### src/hdl/ddlp_pkg.sv
package ddlp_pkg;

	localparam int QDEPTH = 4;
	localparam int QPTR_W = $clog2(QDEPTH);
	localparam int QCNT_W = $clog2(QDEPTH + 1);

	localparam logic [7:0] DELIM_RESET = 8'd44;
	localparam logic [2:0] REG_DELIM_ADDR = 3'd0;

	localparam logic [7:0] CH_ZERO = 8'h00;
	localparam logic [7:0] CH_DIG0 = 8'h30;
	localparam logic [7:0] CH_DIG9 = 8'h39;
	localparam logic [7:0] CH_PLUS = 8'h2B;
	localparam logic [7:0] CH_MINUS = 8'h2D;
	localparam logic [7:0] CH_SPACE = 8'h20;
	localparam logic [7:0] CH_TAB = 8'h09;
	localparam logic [7:0] CH_CR = 8'h0D;

	localparam logic [67:0] LIMIT_POS = 68'h0_7FFF_FFFF_FFFF_FFFF;
	localparam logic [67:0] LIMIT_NEG = 68'h0_8000_0000_0000_0000;

	typedef enum logic [1:0] {
		PH_START,
		PH_SPACE,
		PH_SIGN,
		PH_DIGITS
	} phase_t;

	typedef enum logic [1:0] {
		KIND_NUMBER = 2'd0,
		KIND_OK     = 2'd1,
		KIND_FAIL   = 2'd2
	} kind_t;

	typedef enum logic [1:0] {
		ACC_NONE,
		ACC_SIGN,
		ACC_DIGIT
	} acc_op_t;

	typedef enum logic [1:0] {
		STAT_NONE,
		STAT_OK,
		STAT_FAIL
	} stat_t;

	typedef struct packed {
		logic [7:0] char_byte;
		logic       end_of_string;
	} char_word_t;

	typedef struct packed {
		logic signed [31:0] number_value;
		logic [1:0]         result_kind;
		logic               last_result;
	} res_word_t;

	typedef struct packed {
		acc_op_t    acc_op;
		logic       sign_neg;
		logic [3:0] digit;
		logic       emit;
		stat_t      status;
	} cmd_t;

	typedef struct packed {
		logic [31:0] mag_lo;
		logic        neg;
		logic        ovf;
		logic        emit;
		stat_t       status;
	} ev_t;

endpackage

### src/hdl/delimited_decimal_list_parser.sv
// A result word moves from the byte that ends it through the queue, ev_s1 and res_word_q;
// the status word after a final digit follows behind its number.
// Throughput: one byte per cycle unless stalled; a closing final digit adds a status word.
// Per-byte cost is set by the 68-bit multiply-by-ten, add and limit compare.
// Reset (arst_n low) clears parser state, queue and output; delimiter returns to 44.
module delimited_decimal_list_parser
	import ddlp_pkg::*;
(
	input  logic        clk,
	input  logic        arst_n,
	input  logic        char_valid,
	output logic        char_stall,
	input  char_word_t  char_word,
	output logic        res_valid,
	input  logic        res_stall,
	output res_word_t   res_word,
	input  logic        psel,
	input  logic        penable,
	input  logic        pwrite,
	input  logic [2:0]  paddr,
	input  logic [31:0] pwdata,
	output logic [31:0] prdata,
	output logic        pready
);

	logic [7:0] delim_q;
	logic       q_full, q_push, q_pop, q_valid;
	cmd_t       q_in, q_head;

	assign pready = 1'b1;
	assign prdata = (paddr == REG_DELIM_ADDR) ? {24'b0, delim_q} : 32'b0;

	always_ff @(posedge clk or negedge arst_n) begin
		if (!arst_n) begin
			delim_q <= DELIM_RESET;
		end else if (psel && penable && pwrite && pready && paddr == REG_DELIM_ADDR) begin
			delim_q <= pwdata[7:0];
		end
	end

	ddlp_front u_front (
		.clk        (clk),
		.arst_n     (arst_n),
		.char_valid (char_valid),
		.char_stall (char_stall),
		.char_word  (char_word),
		.delim      (delim_q),
		.q_full     (q_full),
		.push       (q_push),
		.push_cmd   (q_in)
	);

	ddlp_queue u_queue (
		.clk      (clk),
		.arst_n   (arst_n),
		.push     (q_push),
		.push_cmd (q_in),
		.full     (q_full),
		.pop      (q_pop),
		.nonempty (q_valid),
		.head     (q_head)
	);

	ddlp_back u_back (
		.clk       (clk),
		.arst_n    (arst_n),
		.q_valid   (q_valid),
		.head      (q_head),
		.pop       (q_pop),
		.res_valid (res_valid),
		.res_stall (res_stall),
		.res_word  (res_word)
	);

`ifndef SYNTHESIS
	a_pop_nonempty: assert property (@(posedge clk) disable iff (!arst_n)
		q_pop |-> q_valid)
		else $error("pop from empty queue");

	a_end_pushes: assert property (@(posedge clk) disable iff (!arst_n)
		(char_valid && !char_stall && char_word.end_of_string) |=> q_valid)
		else $error("end of string left no command");

	a_last_is_status: assert property (@(posedge clk) disable iff (!arst_n)
		res_valid |-> (res_word.last_result == (res_word.result_kind != KIND_NUMBER)))
		else $error("last flag does not match result kind");

	a_kind_legal: assert property (@(posedge clk) disable iff (!arst_n)
		res_valid |-> (res_word.result_kind == KIND_NUMBER ||
			res_word.result_kind == KIND_OK || res_word.result_kind == KIND_FAIL))
		else $error("illegal result kind");
`endif

endmodule

### src/hdl/ddlp_front.sv
module ddlp_front
	import ddlp_pkg::*;
(
	input  logic       clk,
	input  logic       arst_n,
	input  logic       char_valid,
	output logic       char_stall,
	input  char_word_t char_word,
	input  logic [7:0] delim,
	input  logic       q_full,
	output logic       push,
	output cmd_t       push_cmd
);

	phase_t phase_q, phase_d, ph_mid;
	logic   failed_q, failed_d, fail_mid;
	logic   accept;
	logic   is_digit, is_space, is_sign, is_term;
	logic [7:0] c;

	assign c = char_word.char_byte;
	assign char_stall = q_full;
	assign accept = char_valid && !q_full;

	assign is_digit = (c >= CH_DIG0) && (c <= CH_DIG9);
	assign is_space = (c == CH_SPACE) || ((c >= CH_TAB) && (c <= CH_CR));
	assign is_sign = (c == CH_PLUS) || (c == CH_MINUS);
	assign is_term = (c == delim) || (c == CH_ZERO);

	always_comb begin
		ph_mid = phase_q;
		fail_mid = failed_q;
		if (!failed_q) begin
			case (phase_q)
				PH_START, PH_SPACE: begin
					if (is_digit) ph_mid = PH_DIGITS;
					else if (is_space) ph_mid = PH_SPACE;
					else if (is_sign) ph_mid = PH_SIGN;
					else fail_mid = 1'b1;
				end
				PH_SIGN: begin
					if (is_digit) ph_mid = PH_DIGITS;
					else fail_mid = 1'b1;
				end
				PH_DIGITS: begin
					if (is_digit) ph_mid = PH_DIGITS;
					else if (is_term) ph_mid = PH_START;
					else fail_mid = 1'b1;
				end
				default: fail_mid = 1'b1;
			endcase
		end
		phase_d = ph_mid;
		failed_d = fail_mid;
		if (char_word.end_of_string) begin
			phase_d = PH_START;
			failed_d = 1'b0;
		end
	end

	always_comb begin
		push_cmd.acc_op = ACC_NONE;
		push_cmd.sign_neg = (c == CH_MINUS);
		push_cmd.digit = c[3:0];
		push_cmd.emit = 1'b0;
		push_cmd.status = STAT_NONE;
		if (!failed_q) begin
			if (is_digit) begin
				push_cmd.acc_op = ACC_DIGIT;
			end else if ((phase_q == PH_START || phase_q == PH_SPACE) && !is_space && is_sign) begin
				push_cmd.acc_op = ACC_SIGN;
			end else if (phase_q == PH_DIGITS && is_term) begin
				push_cmd.emit = 1'b1;
			end
		end
		if (char_word.end_of_string) begin
			if (fail_mid) begin
				push_cmd.status = STAT_FAIL;
			end else if (ph_mid == PH_DIGITS) begin
				push_cmd.emit = 1'b1;
				push_cmd.status = STAT_OK;
			end else if (ph_mid == PH_START) begin
				push_cmd.status = STAT_OK;
			end else begin
				push_cmd.status = STAT_FAIL;
			end
		end
		push = accept && (push_cmd.acc_op != ACC_NONE || push_cmd.emit ||
			push_cmd.status != STAT_NONE);
	end

	always_ff @(posedge clk or negedge arst_n) begin
		if (!arst_n) begin
			phase_q <= PH_START;
			failed_q <= 1'b0;
		end else if (accept) begin
			phase_q <= phase_d;
			failed_q <= failed_d;
		end
	end

endmodule

### src/hdl/ddlp_queue.sv
module ddlp_queue
	import ddlp_pkg::*;
(
	input  logic clk,
	input  logic arst_n,
	input  logic push,
	input  cmd_t push_cmd,
	output logic full,
	input  logic pop,
	output logic nonempty,
	output cmd_t head
);

	cmd_t              mem_q [QDEPTH];
	logic [QPTR_W-1:0] wr_q, rd_q;
	logic [QCNT_W-1:0] cnt_q;

	assign full = (cnt_q == QCNT_W'(QDEPTH));
	assign nonempty = (cnt_q != '0);
	assign head = mem_q[rd_q];

	always_ff @(posedge clk) begin
		if (push) begin
			mem_q[wr_q] <= push_cmd;
		end
	end

	always_ff @(posedge clk or negedge arst_n) begin
		if (!arst_n) begin
			wr_q <= '0;
			rd_q <= '0;
			cnt_q <= '0;
		end else begin
			if (push) wr_q <= wr_q + 1'b1;
			if (pop) rd_q <= rd_q + 1'b1;
			if (push && !pop) cnt_q <= cnt_q + 1'b1;
			else if (pop && !push) cnt_q <= cnt_q - 1'b1;
		end
	end

endmodule

### src/hdl/ddlp_back.sv
module ddlp_back
	import ddlp_pkg::*;
(
	input  logic      clk,
	input  logic      arst_n,
	input  logic      q_valid,
	input  cmd_t      head,
	output logic      pop,
	output logic      res_valid,
	input  logic      res_stall,
	output res_word_t res_word
);

	logic [63:0] mag_q, mag_new;
	logic        neg_q, neg_new;
	logic        ovf_q, ovf_new;
	logic [67:0] prod, limit;
	logic        has_event;

	ev_t  ev_s1;
	logic ev_valid_s1;
	logic s1_adv, out_can;

	logic      res_valid_q, pend_q;
	res_word_t res_word_q, formed;
	logic [31:0] num_val;

	assign out_can = !res_valid_q || !res_stall;
	assign s1_adv = ev_valid_s1 && out_can && !pend_q;
	assign pop = q_valid && (!ev_valid_s1 || s1_adv);
	assign has_event = head.emit || (head.status != STAT_NONE);

	always_comb begin
		prod = ({4'b0, mag_q} << 3) + ({4'b0, mag_q} << 1) + {64'b0, head.digit};
		limit = neg_q ? LIMIT_NEG : LIMIT_POS;
		mag_new = mag_q;
		neg_new = neg_q;
		ovf_new = ovf_q;
		case (head.acc_op)
			ACC_SIGN: neg_new = head.sign_neg;
			ACC_DIGIT: begin
				if (!ovf_q) begin
					if (prod > limit) ovf_new = 1'b1;
					else mag_new = prod[63:0];
				end
			end
			default: ;
		endcase
	end

	always_ff @(posedge clk or negedge arst_n) begin
		if (!arst_n) begin
			mag_q <= '0;
			neg_q <= 1'b0;
			ovf_q <= 1'b0;
			ev_valid_s1 <= 1'b0;
		end else begin
			if (pop) begin
				if (has_event) begin
					mag_q <= '0;
					neg_q <= 1'b0;
					ovf_q <= 1'b0;
				end else begin
					mag_q <= mag_new;
					neg_q <= neg_new;
					ovf_q <= ovf_new;
				end
				ev_valid_s1 <= has_event;
			end else if (s1_adv) begin
				ev_valid_s1 <= 1'b0;
			end
		end
	end

	always_ff @(posedge clk) begin
		if (pop && has_event) begin
			ev_s1.mag_lo <= mag_new[31:0];
			ev_s1.neg <= neg_new;
			ev_s1.ovf <= ovf_new;
			ev_s1.emit <= head.emit;
			ev_s1.status <= head.status;
		end
	end

	always_comb begin
		if (ev_s1.ovf) num_val = ev_s1.neg ? 32'h0000_0000 : 32'hFFFF_FFFF;
		else num_val = ev_s1.neg ? (32'd0 - ev_s1.mag_lo) : ev_s1.mag_lo;
		if (ev_s1.emit) begin
			formed.number_value = num_val;
			formed.result_kind = KIND_NUMBER;
			formed.last_result = 1'b0;
		end else begin
			formed.number_value = '0;
			formed.result_kind = (ev_s1.status == STAT_OK) ? KIND_OK : KIND_FAIL;
			formed.last_result = 1'b1;
		end
	end

	always_ff @(posedge clk or negedge arst_n) begin
		if (!arst_n) begin
			res_valid_q <= 1'b0;
			pend_q <= 1'b0;
		end else if (pend_q && out_can) begin
			res_valid_q <= 1'b1;
			pend_q <= 1'b0;
		end else if (s1_adv) begin
			res_valid_q <= 1'b1;
			pend_q <= ev_s1.emit && (ev_s1.status == STAT_OK);
		end else if (out_can) begin
			res_valid_q <= 1'b0;
		end
	end

	always_ff @(posedge clk) begin
		if (pend_q && out_can) begin
			res_word_q.number_value <= '0;
			res_word_q.result_kind <= KIND_OK;
			res_word_q.last_result <= 1'b1;
		end else if (s1_adv) begin
			res_word_q <= formed;
		end
	end

	assign res_valid = res_valid_q;
	assign res_word = res_word_q;

endmodule
### config.mk
export PLATFORM = sky130hd
export DESIGN_NAME = delimited_decimal_list_parser
export DESIGN_NICKNAME = d
export VERILOG_FILES = /design/src/hdl/ddlp_pkg.sv /design/src/hdl/delimited_decimal_list_parser.sv /design/src/hdl/ddlp_front.sv /design/src/hdl/ddlp_queue.sv /design/src/hdl/ddlp_back.sv
export SDC_FILE = /design/constraint.sdc
export NUM_CORES = 1
export LEC_CHECK = 0
export BUFFER_PORTS_ARGS = -buffer_cell sky130_fd_sc_hd__buf_2
export CAP_MARGIN = 40
export CORE_MARGIN = 2
export CORE_UTILIZATION = 60
export CTS_CLUSTER_DIAMETER = 200
export DETAILED_ROUTE_END_ITERATION = 10
export HOLD_SLACK_MARGIN = 0.1
export PLACE_DENSITY_LB_ADDON = 0.1
export RECOVER_POWER = 50
export SETUP_SLACK_MARGIN = 0.2
export SYNTH_ARGS = -nofsm -noshare
export SYNTH_HDL_FRONTEND = slang
export SYNTH_SLANG_ARGS = --single-unit
### constraint.sdc
create_clock -name clk -period 9.4 [get_ports clk]
set_input_delay 1.41 -clock clk [delete_from_list [all_inputs] [get_ports clk]]
set_output_delay 1.41 -clock clk [all_outputs]
set_load 0.02 [all_outputs]
==> summary.md, run 1 <==
| Metric | Value |
|---|---|
| Outcome | `finished with violations` |
| Failing checks | `max-capacitance violations, max-slew violations` |
| Routed vias | `11700` |
| Core Area | `25000 sq um` |
| Final Skew | `0.0168 ns` |
| Hold slack | `0.449 ns` |
| Yosys warnings | `0` |
| Worst setup path endpoint | `u_back.mag_q[7]$_DFFE_PN0P_` |
| Drt first pass iters | `5` |
| Max-Slew Margin vs Limit | `-79.1%` |
| FF+latch count, synth | `199` |
| Commonest non-fill, non-tap cell in the layout | `ha_1` |
| Worst Hold Class | `flip-flop to flip-flop` |
| H-tree Lvls | `4` |
| RSZ-0062 raised after global routing | `no` |
| Cts repair resizes | `0` |
| Required @ worst endpoint | `9.76 ns` |
| TNS Setup | `0 ns` |
| Largest cells by area after synthesis | `ha_1, edfxtp_1, dfrtp_1` |
| PortBufs | `71` |
| Most frequent cells in the layout | `ha_1, nand2_1, a21oi_1` |
| Reg2reg start | `u_queue.rd_q[0]$_DFFE_PN0P_` |
| Syn_area_per_cell | `9.80 sq um` |
| HPWL after DPL | `25600 microns` |
| Clock tree buffer depth | `2` |
| Ant. Diodes | `0` |
| Final min period | `7.93 ns` |
| Top-area cell type share of the netlist area | `16.3%` |
| Max IR drop VDD | `0.164 mV` |
| Post-synth EDFFs | `77` |
| Max Cap Viol | `3` |
| Die Ht | `163 microns` |
| Die area | `26600 sq um` |
| Hold Buf Count CTS | `0` |
| Number of distinct library cells after synthesis | `90` |
| Total track usage | `25.8%` |
| Reg2Reg Depth | `22` |
| Setup CP Type | `flip-flop to flip-flop` |
| Asr flop ratio synth | `43.7%` |
| Worst path slowest cell | `and2_4` |
| Post-DRT Antenna Nets | `0` |
| Static Leak | `0.00744 uW` |
| Fraction of layout cells with a size suffix above 1 | `9.02%` |
| Tightest Pin Transition | `2.69 ns` |
| Cells after Synth | `1549` |
| Crit-path max FO | `63` |
| Initial DRC Count | `986` |
| Clock transition at path regs | `0.08 ns` |
| Total grt overflow | `0` |
| First-pass GRT wire length | `55400 microns` |
| R2R Path End | `u_back.mag_q[7]$_DFFE_PN0P_` |
| CP cell instances | `buf_4, mux4_2, fa_1, ha_1, a21o_1, and4_1, o21ai_0, a211oi_1, o21ai_0, and2_1, o21ai_0, a21boi_0, xnor2_1, ha_1, nand4_1, nor4_1, and3_1, a41oi_1, a221oi_2, and4b_4, and2_4, a22o_1` |
| Sink Count | `199` |
| Register area share after synthesis | `34.2%` |
| DRC violation count after routing | `0` |
| Clock root cell | `clkbuf_16` |
| Vias per inst | `6.13` |
| Die Span X | `163 microns` |
| Ports | `121` |
| Final-stage net count | `1824` |
| Final Max Tran Viols | `127` |
| Max Clk Rate | `126 MHz` |
| Syn Std Cell Area | `15200 sq um` |
| Setup crit end kind | `flip-flop` |
| Launch point of the critical path | `u_queue.rd_q[0]$_DFFE_PN0P_` |
| Area leader, netlist | `ha_1` |
| Most Frequent Cell on Critical Path | `o21ai_0` |
| Vias in the first global route | `11200` |
| Rows | `58` |
| Post-DR wirelength/cell | `17.6 microns` |
| P&R area growth vs syn | `5.62%` |
| GPL Wtd Cong | `0.941` |
| R2R Setup Slk | `1.47 ns` |
| Final setup fails | `0` |
| Fin crit share | `84.3%` |
| Startpoint Class | `flip-flop` |
| CTS buffer count | `17` |
| TritonCTS clock tree | `built` |
| Largest net degree at the start of global routing | `64` |
| Setup Buffers After CTS | `0` |
| Initial antenna violation count | `0` |
| Routed wire length | `33800 microns` |
| Initial Util | `60.6%` |
| Final Hold Vio Count | `0` |
| Power density over the cells | `212 nW/um^2` |
| Crit-path max cell delay | `0.77 ns` |
| CP Data Arrival Time | `8.29 ns` |
| Ys flop type | `dfrtp_1` |
| Worst skew pair latency | `0.44 ns` |
critical path, delay by kind of cell (launching register included):
| family | cells | cell delay (ns) |
|---|---|---|
| fa+ha+maj | 3 | 1.12 |
| xor+xnor | 1 | 0.15 |
| mux | 1 | 0.55 |
| flops | 1 | 0.34 |
| compound gates | 9 | 2.43 |
| buf+inv | 1 | 0.24 |
| simple gates | 7 | 3.00 |
state kept, by name, summed over array words and instances, names as in the netlist, 2 cells and up:
register,cells
delim_q,8
u_back.ev_s1,37
u_back.mag_q,64
u_back.res_word,35
u_front.phase_q,2
u_queue.cnt_q,3
u_queue.mem_q,40
u_queue.rd_q,2
u_queue.wr_q,2
synthesized netlist by cell type (12+ instances only):
cell type and count:
ha_1 198, nand2_1 133, a21oi_1 108, nor2_1 98
o21ai_0 97, dfrtp_1 84, edfxtp_1 77, xnor2_1 74
a22o_1 67, clkbuf_1 49, nand4_1 42, dfxtp_1 35
mux2_2 34, inv_1 31, a21o_1 30, buf_4 25
nor3_1 24, xor2_1 22, and2_1 21, nand3_1 20
or3_1 15, o21a_1 13, and3_1 12, o31ai_1 12
cells by family (layout without fill, tap and decap cells):
kind of cell	count (synthesis)	in the layout	synth area share [%]
AO/OA/AOI/OAI	439	439	19.6
XOR/XNOR	96	96	5.54
adder cells (fa/ha/maj)	201	201	16.7
buffers and inverters	131	144	4.95
flip-flops	199	199	34.2
multiplexers	54	54	4.86
other	2	25	0.0495
AND/OR/NAND/NOR	427	427	14.0
cell type report:
type | count | area [sq um]
fillers | 2114 | 9000
clock inverters | 14 | 175
repair buffers | 81 | 398
multi-input cells | 1242 | 9310
clock buffers | 18 | 429
inverters | 31 | 116
well taps | 330 | 413
flip-flops and latches | 199 | 5190
through the flow:
step | total power, uW | setup WS [ns] | area [sq um] | instances | util (%)
finish | 3400 | 1.47 | 16000 | 1915 | 64.0
global route | 3620 | 0.868 | 16000 | 1915 | 64.0
CTS | 3440 | 1.46 | 16100 | 1915 | 64.4
detailed placement | 2670 | 1.53 | 15500 | 1883 | 62.0
global placement | 2600 | 1.52 | 15500 | 1881 | 61.8
floorplan | 2360 | 2.64 | 15300 | 1572 | -
how the worst min path moves through the flow:
stage,startpoint,to,slack [ns],depth (start not counted)
2_1_floorplan,u_queue.cnt_q[2]$_DFFE_PN0P_,u_queue.cnt_q[2]$_DFFE_PN0P_,0.46,1
6_report,u_back.res_word[33]$_SDFFE_PP0P_,u_back.res_word[33]$_SDFFE_PP0P_,0.45,2
4_1_cts,u_back.res_word[33]$_SDFFE_PP0P_,u_back.res_word[33]$_SDFFE_PP0P_,0.45,2
3_5_place_dp,u_back.res_word[33]$_SDFFE_PP0P_,u_back.res_word[33]$_SDFFE_PP0P_,0.44,2
3_3_place_gp,u_back.res_word[15]$_SDFFE_PP0P_,u_back.res_word[15]$_SDFFE_PP0P_,0.43,2
5_1_grt,u_back.res_word[4]$_SDFFE_PP0P_,u_back.res_word[4]$_SDFFE_PP0P_,0.47,2
power breakdown:
part	switching, uW	total [uW]	leakage, uW	internal (uW)
Clock	380	764	0.000294	384
Sequential	167	1320	0.00222	1160
Combinational	828	1310	0.00493	486
metal layers:
layer	GRT usage (%)	wire [microns]
met1	36.1	16200
met2	42.6	15600
met3	2.87	1460
met4	7.16	536
met5	0	0
No activity file was read; power rests on OpenSTA's default activity.
==> run 2, diff against run 1 <==
--- a/config.mk
+++ b/config.mk
@@ -5,6 +5,7 @@
 export SDC_FILE = /design/constraint.sdc
 export NUM_CORES = 1
 export LEC_CHECK = 0
+export ABC_AREA = 1
 export BUFFER_PORTS_ARGS = -buffer_cell sky130_fd_sc_hd__buf_2
 export CAP_MARGIN = 40
 export CORE_MARGIN = 2
==> constraint.sdc (replaced) <==
create_clock -name clk -period 7.46 [get_ports clk]
set_input_delay 1.119 -clock clk [delete_from_list [all_inputs] [get_ports clk]]
set_output_delay 1.119 -clock clk [all_outputs]
set_load 0.02 [all_outputs]
==> summary.md, run 2 <==
| Metric | Value |
|---|---|
| Outcome | `finished with violations` |
| Failing checks | `max-capacitance violations, max-slew violations` |
| Worst skew pair latency | `0.46 ns (+0.02 ns)` |
| Post-synth EDFFs | `77 (unchanged)` |
| Largest register by flop count | `u_back.mag_q` |
| Required @ worst endpoint | `7.81 ns (-1.95 ns)` |
| Die area | `28900 sq um (+8.9%)` |
| Power density over the cells | `313 nW/um^2 (+48%)` |
| Vias per inst | `5.54 (-9.6%)` |
| Syn Std Cell Area | `16600 sq um (+9.1%)` |
| Most frequent cell after synthesis | `nand2_1` |
| Static Leak | `0.00959 uW (+29%)` |
| H-tree Lvls | `4 (unchanged)` |
| Launch point of the critical path | `u_queue.rd_q[0]$_DFFE_PN0P_` |
| Placed cell area | `17300 sq um (+11%)` |
| Syn_area_per_cell | `7.21 sq um (-26%)` |
| Rows | `60 (+3.4%)` |
| FF+latch count, synth | `199 (unchanged)` |
| Sink Count | `199 (unchanged)` |
| Cells after Synth | `2297 (+48%)` |
| Max Cap Viol | `5 (+2)` |
| Hold path startpoint | `u_back.res_word[15]$_SDFFE_PP0P_` |
| Setup crit end kind | `flip-flop` |
| Final Util | `65.9% (+1.9 points)` |
| Setup CP Type | `flip-flop to flip-flop` |
| GPL Wtd Cong | `0.956 (+1.5%)` |
| RSZ-0062 raised after global routing | `no` |
| R2R Path End | `u_back.mag_q[35]$_DFFE_PN0P_` |
| Number of distinct library cells after synthesis | `60 (-33%)` |
| Initial DRC Count | `908 (-7.9%)` |
| R2R Setup Slk | `0.89 ns (-0.58 ns)` |
| Final min period | `6.57 ns (-1.36 ns)` |
| Routed wire length | `42200 microns (+25%)` |
| Reg2Reg Depth | `35 (+59%)` |
| Worst Hold Path EP | `u_back.res_word[15]$_SDFFE_PP0P_` |
| Most Frequent Cell on Critical Path | `nand2_1` |
| First-pass GRT wire length | `69600 microns (+26%)` |
| Clock transition at path regs | `0.10 ns (+0.02 ns)` |
| Drt first pass iters | `5 (unchanged)` |
| Pwr Total | `5580 uW (+64%)` |
| Worst path bufs/invs | `5 (+4)` |
| Stages on the worst setup path | `35 (+59%)` |
| Top-area cell type share of the netlist area | `15.0% (-1.4 points)` |
| Area leader, netlist | `ha_1` |
| Routed vias | `15100 (+28%)` |
| Pre-CTS setup slack | `1.09 ns (-0.440 ns)` |
| Commonest non-fill, non-tap cell in the layout | `nand2_1` |
| Startpoint Class | `flip-flop` |
| Final Hold Vio Count | `0 (unchanged)` |
| Final Skew | `0.0234 ns (+0.00659 ns)` |
| DRC violation count after routing | `0 (unchanged)` |
| Ys flop type | `dfrtp_1` |
| Hold path cells | `2 (unchanged)` |
| Cts repair resizes | `0 (unchanged)` |
| Core Area | `27000 sq um (+7.9%)` |
| Largest net degree at the start of global routing | `46 (-28%)` |
| CTS buffer count | `17 (unchanged)` |
| Total grt overflow | `0 (unchanged)` |
| Final-stage net count | `2613 (+43%)` |
| Register area share after synthesis | `31.4% (-2.9 points)` |
| Final Max Tran Viols | `202 (+59%)` |
| Yosys warnings | `0 (unchanged)` |
| Post-route cell area | `17800 sq um (+11%)` |
| Most frequent cells in the layout | `nand2_1, inv_1, nor2_1` |
| Crit-path max FO | `34 (-46%)` |
| Fin crit share | `88.0% (+3.7 points)` |
| Crit-path max cell delay | `0.52 ns (-0.25 ns)` |
| Final WS setup | `0.894 ns (-0.581 ns)` |
| Final setup fails | `0 (unchanged)` |
| Vias in the first global route | `14500 (+29%)` |
| Setup Buffers After CTS | `0 (unchanged)` |
| TNS Setup | `0 ns (unchanged)` |
| Clock root cell | `clkbuf_16` |
| Initial Util | `61.3% (+0.65 points)` |
| Reg2reg start | `u_queue.rd_q[0]$_DFFE_PN0P_` |
| Cell family with most CP delay | `compound AO/OA/AOI/OAI gates` |
| Largest registers | `u_back.mag_q x64, u_queue.mem_q x40, u_back.ev_s1 x37` |
| Die Ht | `170 microns (+4.3%)` |
| Post-DR wirelength/cell | `15.5 microns (-12%)` |
| Max IR drop VDD | `0.239 mV (+45%)` |
| Die Span X | `170 microns (+4.3%)` |
| CP Data Arrival Time | `6.91 ns (-1.38 ns)` |
| Total track usage | `29.9% (+4.0 points)` |
| Largest cells by area after synthesis | `ha_1, edfxtp_1, nand2_1` |
| P&R area growth vs syn | `7.56%` |
| Ports | `121 (unchanged)` |
| Post-synth top cells | `nand2_1, inv_1, nor2_1, ha_1, nand3_1` |
| Asr flop ratio synth | `43.7% (unchanged)` |
| Tightest Pin Transition | `2.76 ns (+0.0785 ns)` |
| Max Clk Rate | `152 MHz (+21%)` |
| Initial antenna violation count | `1 (+1)` |
| Worst Hold Class | `flip-flop to flip-flop` |
| Clock tree buffer depth | `2 (unchanged)` |
| Fraction of layout cells with a size suffix above 1 | `4.97% (-4.1 points)` |
| Hold Buf Count CTS | `0 (unchanged)` |
| Max FFs per register | `64 (unchanged)` |
| TritonCTS clock tree | `built` |
| HPWL after DPL | `33000 microns (+29%)` |
| Worst path slowest cell | `fa_1` |
| PortBufs | `71 (unchanged)` |
| Post-DRT Antenna Nets | `0 (unchanged)` |
| Max-Slew Margin vs Limit | `-84.3% (-5.2 points)` |
run 2: cell types whose count changed after synthesis, sizes merged, moves of 50 or more:
cell / change
inv: +275
a22o: -59
xnor2: -50
nor2: +128
nand3: +107
nand2: +488
run 2: layout make-up:
| type | count | area [sq um] |
|---|---|---|
| clock buffers | 17 | 425 |
| fillers | 2481 | 9210 |
| inverters | 307 | 1150 |
| repair buffers | 95 | 485 |
| flip-flops and latches | 199 | 5190 |
| diodes | 1 | 2.50 |
| well taps | 341 | 427 |
| clock inverters | 15 | 211 |
| multi-input cells | 1741 | 9920 |
run 2: how the worst max path moves through the flow:
| stage | end |
|---|---|
| global route | u_back.mag_q[37]$_DFFE_PN0P_ |
| global placement | u_back.mag_q[41]$_DFFE_PN0P_ |
| floorplan | u_back.ev_s1[8]$_DFFE_PP_ |
| finish | u_back.mag_q[35]$_DFFE_PN0P_ |
| detailed placement | u_back.mag_q[35]$_DFFE_PN0P_ |
| CTS | u_back.mag_q[35]$_DFFE_PN0P_ |
run 2: worst reg2reg max path, delay by kind of cell, from the launching register on:
kind                     cells  cell delay, ns
AO/OA/AOI/OAI                9            2.04
AND/OR/NAND/NOR             17            1.85
adder cells (fa/ha/maj)      3            1.20
buffers and inverters        5            0.82
flip-flops                   1            0.38
XOR/XNOR                     1            0.16
run 2: logic make-up (layout without fill, tap and decap cells):
family | after synthesis | count (layout) | share of synthesized area (%)
AOI/OAI and AO/OA | 325 | 325 | 11.2
xor gates and xnor gates | 73 | 73 | 3.86
adders and majority gates | 201 | 201 | 15.3
buffers and inverters | 380 | 434 | 9.34
DFF | 199 | 199 | 31.4
muxes | 1 | 1 | 0.0680
other | 2 | 26 | 0.0453
and+or+nand+nor | 1116 | 1116 | 28.8
run 2: report_power, final:
group	total, uW	switching [uW]	leakage (uW)	internal, uW
clock	1020	551	0.000302	472
sequential	1830	275	0.00219	1560
combinational	2730	1800	0.00710	926
total	5580	2630	0.00959	2950
run 2: metal layers:
layer,part of all wire (%),up-vias,track usage (%)
met3,4.6,50,3.56
li1,-,7635,-
met1,46,7000,38.9
met4,1.6,0,7.06
met2,48,367,53.0
met5,0,-,0
run 2: per-stage QoR:
step / hold WS, ns / instances
global route: 0.464 / 2715
detailed placement: 0.434 / 2683
CTS: 0.452 / 2715
floorplan: 0.491 / 2320
finish: 0.452 / 2716
global placement: 0.431 / 2677
==> run 3, diff against run 2 <==
--- a/config.mk
+++ b/config.mk
@@ -9,7 +9,7 @@
 export BUFFER_PORTS_ARGS = -buffer_cell sky130_fd_sc_hd__buf_2
 export CAP_MARGIN = 40
 export CORE_MARGIN = 2
-export CORE_UTILIZATION = 60
+export CORE_UTILIZATION = 25
 export CTS_CLUSTER_DIAMETER = 200
 export DETAILED_ROUTE_END_ITERATION = 10
 export HOLD_SLACK_MARGIN = 0.1
==> summary.md, run 3 (synthesis gave the netlist of run 2 again) <==
| Metric | Value |
|---|---|
| Outcome | `finished with violations` |
| Failing checks | `max-capacitance violations, max-slew violations` |
| Routed vias | `14600 (-3.3%)` |
| Worst skew pair latency | `0.50 ns (+0.04 ns)` |
| Clock transition at path regs | `0.08 ns (-0.02 ns)` |
| Max FFs per register | `64 (unchanged)` |
| RSZ-0062 raised after global routing | `no` |
| Final Util | `28.1% (-38 points)` |
| Setup crit end kind | `flip-flop` |
| Post-DR wirelength/cell | `15.2 microns (-2.0%)` |
| Final Max Tran Viols | `201 (-0.50%)` |
| Startpoint Class | `flip-flop` |
| GPL Wtd Cong | `0.883 (-7.7%)` |
| Max Cap Viol | `5 (unchanged)` |
| Routed wire length | `49300 microns (+17%)` |
| Setup CP Type | `flip-flop to flip-flop` |
| Worst path slowest cell | `fa_1` |
| Placed cell area | `18000 sq um (+3.9%)` |
| Total track usage | `14.9% (-15 points)` |
| Die area | `68300 sq um (+140%)` |
| Final-stage net count | `2616 (+0.11%)` |
| Initial antenna violation count | `0 (-1)` |
| Initial DRC Count | `668 (-26%)` |
| Power density over the cells | `302 nW/um^2 (-3.6%)` |
| Worst Hold Class | `flip-flop to flip-flop` |
| Final Hold Vio Count | `0 (unchanged)` |
| Vias in the first global route | `14500 (-0.076%)` |
| Total grt overflow | `0 (unchanged)` |
| Static Leak | `0.00959 uW (about the same)` |
| Final setup fails | `0 (unchanged)` |
| Largest register by flop count | `u_back.mag_q` |
| First-pass GRT wire length | `80100 microns (+15%)` |
| Crit-path max FO | `34 (unchanged)` |
| Required @ worst endpoint | `7.82 ns (about the same)` |
| Post-route cell area | `18400 sq um (+3.5%)` |
| P&R area growth vs syn | `11.4%` |
| Hold Buf Count CTS | `0 (unchanged)` |
| Fin crit share | `88.1% (about the same)` |
| Largest net degree at the start of global routing | `52 (+13%)` |
| Setup Buffers After CTS | `0 (unchanged)` |
| TritonCTS clock tree | `built` |
| Clock tree buffer depth | `2 (unchanged)` |
| Ant. Diodes | `0 (-1)` |
| Vias per inst | `4.49 (-19%)` |
| Most frequent cells in the layout | `nand2_1, inv_1, nor2_1` |
| HPWL after DPL | `39800 microns (+21%)` |
| Clock root cell | `clkbuf_16` |
| H-tree Lvls | `4 (unchanged)` |
| DRC violation count after routing | `0 (unchanged)` |
| TNS Setup | `0 ns (unchanged)` |
| Commonest non-fill, non-tap cell in the layout | `nand2_1` |
| Max Clk Rate | `152 MHz (about the same)` |
| PortBufs | `71 (unchanged)` |
| Rows | `94 (+57%)` |
| Max IR drop VDD | `0.140 mV (-41%)` |
| Post-DRT Antenna Nets | `0 (unchanged)` |
| Core Area | `65600 sq um (+140%)` |
| Crit-path max cell delay | `0.48 ns (-0.04 ns)` |
| Most Frequent Cell on Critical Path | `nand2_1` |
| CP Data Arrival Time | `6.93 ns (+0.02 ns)` |
| Tightest Pin Transition | `3.23 ns (+0.465 ns)` |
| Cts repair resizes | `0 (unchanged)` |
| Max-Slew Margin vs Limit | `-115% (-31 points)` |
| Final Skew | `0.0298 ns (+0.00636 ns)` |
| Die Span X | `261 microns (+54%)` |
| Fraction of layout cells with a size suffix above 1 | `5.09% (+0.12 points)` |
| Largest registers | `u_back.mag_q x64, u_queue.mem_q x40, u_back.ev_s1 x37` |
| Final min period | `6.57 ns (+0.00654 ns)` |
| Drt first pass iters | `5 (unchanged)` |
| Die Ht | `261 microns (+54%)` |
| Ports | `121 (unchanged)` |
| Initial Util | `25.2% (-36 points)` |
| Sink Count | `199 (unchanged)` |
| CTS buffer count | `17 (unchanged)` |
==> run 3: cell types whose count changed in the layout (fill, tap and decap cells not counted), sizes merged <==
cell	delta
inv	-4
clkinvlp	+2
bufinv	+1
diode	-1
buf	+5
clkinv	+1
clkbuf	-2
==> run 3: worst paths after layout <==
check | start | end | slack (ns) | depth (start not counted)
max | u_queue.rd_q[0]$_DFFE_PN0P_ | u_back.mag_q[32]$_DFFE_PN0P_ | 0.89 | 32
min | u_back.res_word[26]$_SDFFE_PP0P_ | u_back.res_word[26]$_SDFFE_PP0P_ | 0.45 | 2
max reg2reg | u_queue.rd_q[0]$_DFFE_PN0P_ | u_back.mag_q[32]$_DFFE_PN0P_ | 0.89 | 32
min reg2reg | u_back.res_word[26]$_SDFFE_PP0P_ | u_back.res_word[26]$_SDFFE_PP0P_ | 0.45 | 2
max in group asynchronous | arst_n | u_back.res_valid$_DFFE_PN0P_ | 2.05 | 2
min in group asynchronous | arst_n | u_back.mag_q[31]$_DFFE_PN0P_ | 1.39 | 1
==> run 3: routing by layer <==
metal  vias to the layer above  global-route usage [%]  share of wire, %
met5                         -                       0                 0
met4                         0                    3.58               1.1
met3                        34                    1.93               2.4
met2                       164                    24.8                46
met1                      6713                    20.5                51
li1                       7645                       -                 -
==> run 3: area by class of cell <==
class | count | area [sq um]
fill | 7315 | 47200
multi-input combinational | 1741 | 9930
sequential | 199 | 5190
inverter | 307 | 1150
tap | 864 | 1080
timing repair buffer | 98 | 523
clock buffer | 17 | 425
clock inverter | 15 | 143
==> run 3: per-stage QoR <==
stage	cells	total power, uW	hold WS [ns]	worst slack, ns
finish	3241	5570	0.451	0.887
global route	3241	6150	0.471	0.222
floorplan	2320	3840	0.491	1.94
detailed placement	3209	4750	0.434	0.836
CTS	3241	5720	0.452	0.813
global placement	3204	4680	0.432	0.845
==> run 3: report_power, final <==
group	leakage (uW)	total (uW)	internal, uW	switching (uW)
clock	0.000270	938	465	473
sequential	0.00219	1840	1560	285
combinational	0.00713	2790	929	1860
==> run 3: worst max-delay path, delay by kind of cell (launching register included) <==
| kind | cells | cell delay, ns |
|---|---|---|
| DFF | 1 | 0.38 |
| and+or+nand+nor | 12 | 1.33 |
| xor gates and xnor gates | 1 | 0.29 |
| adders and majority gates | 3 | 1.08 |
| AOI/OAI and AO/OA | 11 | 2.47 |
| buffers and inverters | 5 | 0.88 |
